**src/rtl/core/srmat_pkg.sv**
```systemverilog
`default_nettype none
// ----------------------------------------------------------------------------
// srmat_pkg
// Shared types and constants for the signed R-MAT edge generator.
// ----------------------------------------------------------------------------
package srmat_pkg;

   // Width of the Q0 probability fields (weights, draws and sign draws).
   localparam int PROB_BITS = 16;

   localparam logic OP_LOAD = 1'b0;
   localparam logic OP_STEP = 1'b1;

   localparam logic CSR_LEVELS = 1'b0;
   localparam logic CSR_ALPHA  = 1'b1;

   typedef enum logic [2:0] {
      ST_IDLE,
      ST_READ,
      ST_CHOOSE,
      ST_CMB_RD,
      ST_CMB_MUL,
      ST_CMB_MIX,
      ST_SIGN,
      ST_OUT
   } state_type;

   typedef struct packed {
      logic load_wr;
      logic read_step;
      logic choose;
      logic cmb_start;
      logic cmb_read;
      logic cmb_mul;
      logic cmb_mix;
      logic sign;
      logic restart;
   } cmd_type;

   typedef struct packed {
      logic last_level;
      logic cmb_done;
   } status_type;

endpackage
`default_nettype wire

```
**src/rtl/core/srmat_ctrl.sv**
```systemverilog
`default_nettype none
// ----------------------------------------------------------------------------
// srmat_ctrl
// Controller: sequences loads, draw steps, level combination and output.
// ----------------------------------------------------------------------------
module srmat_ctrl (
   input  wire                   clock,
   input  wire                   reset,
   input  wire                   req_valid,
   input  wire                   req_op,
   output logic                  req_ready,
   output logic                  rsp_valid,
   input  wire                   rsp_ready,
   input  wire                   csr_write,
   input  srmat_pkg::status_type status,
   output srmat_pkg::cmd_type    cmd
);
   srmat_pkg::state_type state_ff, state_in;

   always_ff @(posedge clock) begin
      if (reset || csr_write) begin
         state_ff <= srmat_pkg::ST_IDLE;
      end else begin
         state_ff <= state_in;
      end
   end

   always_comb begin
      state_in = state_ff;
      case (state_ff)
         srmat_pkg::ST_IDLE: begin
            if (req_valid && req_op == srmat_pkg::OP_STEP) state_in = srmat_pkg::ST_READ;
         end
         srmat_pkg::ST_READ: state_in = srmat_pkg::ST_CHOOSE;
         srmat_pkg::ST_CHOOSE: begin
            state_in = status.last_level ? srmat_pkg::ST_CMB_RD : srmat_pkg::ST_IDLE;
         end
         srmat_pkg::ST_CMB_RD: begin
            state_in = status.cmb_done ? srmat_pkg::ST_SIGN : srmat_pkg::ST_CMB_MUL;
         end
         srmat_pkg::ST_CMB_MUL: state_in = srmat_pkg::ST_CMB_MIX;
         srmat_pkg::ST_CMB_MIX: state_in = srmat_pkg::ST_CMB_RD;
         srmat_pkg::ST_SIGN:    state_in = srmat_pkg::ST_OUT;
         srmat_pkg::ST_OUT: begin
            if (rsp_ready) state_in = srmat_pkg::ST_IDLE;
         end
         default: state_in = srmat_pkg::ST_IDLE;
      endcase
   end

   always_comb begin
      cmd       = '0;
      req_ready = 1'b0;
      rsp_valid = 1'b0;
      case (state_ff)
         srmat_pkg::ST_IDLE: begin
            req_ready = 1'b1;
            if (req_valid) begin
               cmd.load_wr   = (req_op == srmat_pkg::OP_LOAD);
               cmd.read_step = (req_op == srmat_pkg::OP_STEP);
            end
         end
         srmat_pkg::ST_CHOOSE: begin
            cmd.choose    = 1'b1;
            cmd.cmb_start = status.last_level;
         end
         srmat_pkg::ST_CMB_RD:  cmd.cmb_read = 1'b1;
         srmat_pkg::ST_CMB_MUL: cmd.cmb_mul  = 1'b1;
         srmat_pkg::ST_CMB_MIX: cmd.cmb_mix  = 1'b1;
         srmat_pkg::ST_SIGN:    cmd.sign     = 1'b1;
         srmat_pkg::ST_OUT: begin
            rsp_valid   = 1'b1;
            cmd.restart = rsp_ready;
         end
         default: cmd = '0;
      endcase
   end
endmodule
`default_nettype wire

```
**config.mk**
```make
export PLATFORM = sky130hd
export DESIGN_NAME = srmat_ctrl
export DESIGN_NICKNAME = d
export VERILOG_FILES = /design/src/rtl/core/srmat_pkg.sv /design/src/rtl/core/srmat_ctrl.sv
export SDC_FILE = /design/constraint.sdc
export NUM_CORES = 1
export LEC_CHECK = 0
export BUFFER_PORTS_ARGS = -buffer_cell sky130_fd_sc_hd__buf_2
export CAP_MARGIN = 20
export CORE_AREA = 2 2 39 41
export CTS_BUF_LIST = sky130_fd_sc_hd__clkbuf_8
export CTS_CLUSTER_DIAMETER = 150
export DETAILED_ROUTE_END_ITERATION = 10
export DIE_AREA = 0 0 41 43
export SYNTH_ARGS = -nofsm -noshare
export SYNTH_HDL_FRONTEND = slang
export SYNTH_SLANG_ARGS = --single-unit
export TNS_END_PERCENT = 5
```
**constraint.sdc**
```tcl
create_clock -name clock -period 0.9 [get_ports clock]
set_input_delay 0.09 -clock clock [delete_from_list [all_inputs] [get_ports clock]]
set_output_delay 0.09 -clock clock [all_outputs]
set_load 0.03 [all_outputs]
```
==> reports/summary.md <==
Clock-pin slew was measured on the worst setup and hold paths at 0.03 ns. In the final layout, the registers with the most flip-flops are state_ff x3. At the end of routability-driven placement, the weighted congestion stood at 0.819.

Dividing the detail-routed wire length by the instance count gives 11.1 um. Measured against its own limit, the worst slew margin works out to 81.5%. The synthesized flop and latch total came out at 3.

The core area was 0.00138 mm2. From left edge to right edge, the die measures 41 um. The number of setup buffers added after CTS is 0. The data arrival time of the critical path came out at 1.14 ns.

In the global route stage, overall resource usage came out at 9.53%. After synthesis, the netlist uses 17 different library cells. Derived from the worst setup path, the maximum achievable clock frequency is 0.810 GHz.

The final critical delay including setup and external delays is 1.23 ns, and the residual overflow from global routing is 0. For the count of antenna-violating nets left after detailed routing, the log shows 0. Clock tree synthesis found a total of 3 sinks. In this run the vertical extent of the chip is 43 um. The power per unit of standard cell area is 1090 mW/mm2, and the leakage power total is 0.000237 uW. Cells fill 41.4% of the core in the end.

The finished cells cover 573 um2. Cells with a size suffix above 1 make up 86.4% of the layout. The total number of yosys warnings was 0.

The number of port buffers was 18; the number of buffers inserted during clock tree synthesis was 3. The tightest min-delay check is of the input pin to flop type. Number of levels the H-tree was split into: 1. The worst setup path is of the flop to primary output kind. TritonCTS built the clock tree. For this run, the detailed router's first-pass iteration total came to 4. After legalization and detailed placement, the total HPWL measured 565 um. sky130_fd_sc_hd__dfxtp_1 takes more of the synthesized area than any other cell. The ratio of final minimum period to clock period was 137%. The number of rows created at floorplan is 14. After synthesis, flip-flops and latches occupy 25.0% of the total area.

The max-slew violation count was 0; the placement-stage worst setup slack was -0.178 ns. The worst setup path is launched from a flop. Antenna diode count: 0. Using the TritonRoute via totals, the vias-per-cell ratio works out to 4.40. The worst-case IR drop observed on VDD is 409 uV.

The final worst slack was -0.335 ns; the worst-margin pin slew was 0.277 ns. By area the synthesized netlist is led by sky130_fd_sc_hd__dfxtp_1, sky130_fd_sc_hd__nand2_1, sky130_fd_sc_hd__and2_1, sky130_fd_sc_hd__nor2_1, sky130_fd_sc_hd__a2111oi_2. After the last flow step, the layout net total stands at 68.

The cell chosen for the clock root is sky130_fd_sc_hd__clkbuf_8. The tools report the initial antenna violation count as 0. The run gives 1 as the initial DRC count. The worst clock skew was 0.00128 ns; the maximum count of clock buffers along a single path was 2. Setup repair after global routing could not meet its margin everywhere. The initial utilization of the core area, before any placement, comes to 17.4%. The max-capacitance violation count was 0; the via count of the first global-routing pass was 292. The routed design has 835 um of wire.

After detailed routing, the number of remaining DRC violations is 0. The register with the most flip-flops in the layout has 3 of them. The tools report the worst flop-to-flop path startpoint as state_ff[2]. Setup violations remaining at the end of the flow were counted as 13. A synthesized cell averages 7.28 um2. The tools report the startpoint of the worst hold path as reset. In this run the cell area of the synthesized design comes to 240 um2. The largest fanout of any net on the critical path was 4. For the number of hold violations in the final report, the log shows 0. The layout overhead on the synthesized area was 139%; the number of buffers inserted by hold repair at cts was 0.

The tools report the maximum number of pins on one net before global-route repair as 8. The floorplan step defined a die boundary enclosing 0.00176 mm2. The flow ran to the end, but the final reports show violations. For flop-to-flop paths, the worst setup slack is -0.10 ns. The via count of the routed design is 330.

In this run the cell area measured after placement is 428 um2. Register bank with the most flops: state_ff. The I/O pin count was 19. The critical path starts at state_ff[0].

For the required time of the critical path, the log shows 0.81 ns. Latest clock arrival within the worst-skew pair: 0.21 ns. STA classifies the critical path endpoint as a primary output. The share of synthesized area in the top cell type comes to 25.0%.

Synthesis produced a netlist whose cell count is 33. The number of fill cells is 142. The final reports fail on setup timing.

The number of nets produced by synthesis was 41; the wire length of the first global-routing pass was 1150 um.
[final timing paths]
| kind | to | depth (start not counted) |
|---|---|---|
| worst max-delay path | cmd[7] | 3 |
| worst min-delay path | state_ff[2] | 3 |
| worst max register to register | state_ff[0] | 3 |
| worst min register to register | state_ff[1] | 2 |
[per-layer routing]
metal / vias up / track usage (%) / share of wire [%]
met5: - / 0 / 0
met4: 0 / 4.00 / 0
met2: 11 / 15.9 / 60
li1: 165 / - / -
met1: 154 / 10.3 / 36
met3: 0 / 3.14 / 4.3
[kinds of logic (layout without fill, tap and decap cells)]
kind of cell | Yosys count | after routing | synth area share, %
simple gates | 22 | 22 | 50.5
compound gates | 6 | 6 | 18.2
flops | 3 | 3 | 25.0
buf+inv | 2 | 28 | 6.25
[through the flow]
step / setup TNS [ns] / hold WS (ns) / std cells / power [uW]
after floorplan: -1.83 / 0.216 / 33 / 199
after global placement: -1.07 / 0.373 / 71 / 241
after detailed placement: -1.24 / 0.378 / 71 / 243
after CTS: -2.84 / 0.167 / 75 / 624
after global routing: -3.41 / 0.207 / 75 / 667
final: -2.76 / 0.195 / 75 / 625
[what timing repair did]
action,CTS,global route
resized for setup,18,14
setup endpoints to repair,14,14
pin swaps,3,5
[cell usage in the layout, fill, tap and decap left out, types with 2 or more instances in the layout]
| master | n |
|---|---|
| sky130_fd_sc_hd__buf_4 | 7 |
| sky130_fd_sc_hd__nand2_1 | 4 |
| sky130_fd_sc_hd__buf_2 | 8 |
| sky130_fd_sc_hd__nor2_4 | 3 |
| sky130_fd_sc_hd__clkbuf_8 | 3 |
| sky130_fd_sc_hd__nand2_2 | 3 |
| sky130_fd_sc_hd__nor2_2 | 3 |
| sky130_fd_sc_hd__buf_6 | 8 |
| sky130_fd_sc_hd__nor3b_2 | 2 |
| sky130_fd_sc_hd__a21oi_1 | 2 |
| sky130_fd_sc_hd__dfxtp_4 | 3 |
| sky130_fd_sc_hd__and2_4 | 2 |
[power by group]
part,internal [uW],switching (uW),leakage (uW),total (uW)
combinational,55.1,64.2,0.000183,119
clock,290,81.0,0.0000269,371
sequential,130,5.68,0.0000266,135
total,474,151,0.000237,625
[area by class of cell]
class | instances | area (um2) | area share [%]
clock buffers | 3 | 41.3 | 7.21
clock inverters | 1 | 3.75 | 0.655
inverters | 1 | 3.75 | 0.655
multi-input cells | 28 | 250 | 43.7
flip-flops and latches | 3 | 71.3 | 12.4
well taps | 16 | 20.0 | 3.49
repair buffers | 23 | 183 | 31.9
[Yosys cell counts]
| master | number |
|---|---|
| sky130_fd_sc_hd__nand2_1 | 7 |
| sky130_fd_sc_hd__nor2_1 | 5 |
| sky130_fd_sc_hd__and2_1 | 3 |
| sky130_fd_sc_hd__dfxtp_1 | 3 |
| sky130_fd_sc_hd__a21oi_1 | 2 |
| sky130_fd_sc_hd__nor3b_1 | 2 |
| sky130_fd_sc_hd__a2111oi_2 | 1 |
| sky130_fd_sc_hd__a221oi_1 | 1 |
| sky130_fd_sc_hd__and3_1 | 1 |
| sky130_fd_sc_hd__buf_6 | 1 |
| sky130_fd_sc_hd__inv_2 | 1 |
| sky130_fd_sc_hd__nand2b_4 | 1 |
| sky130_fd_sc_hd__nor2_2 | 1 |
| sky130_fd_sc_hd__nor3_2 | 1 |
| sky130_fd_sc_hd__o21ai_0 | 1 |
| sky130_fd_sc_hd__o21ai_1 | 1 |
| sky130_fd_sc_hd__or2_2 | 1 |
[critical path: stages, from the launching register on]
cell                      delay (ns)
sky130_fd_sc_hd__dfxtp_4        0.35
sky130_fd_sc_hd__nor3_4         0.24
sky130_fd_sc_hd__and3_4         0.21
sky130_fd_sc_hd__buf_6          0.12
Power figures use the tool's default switching activity.
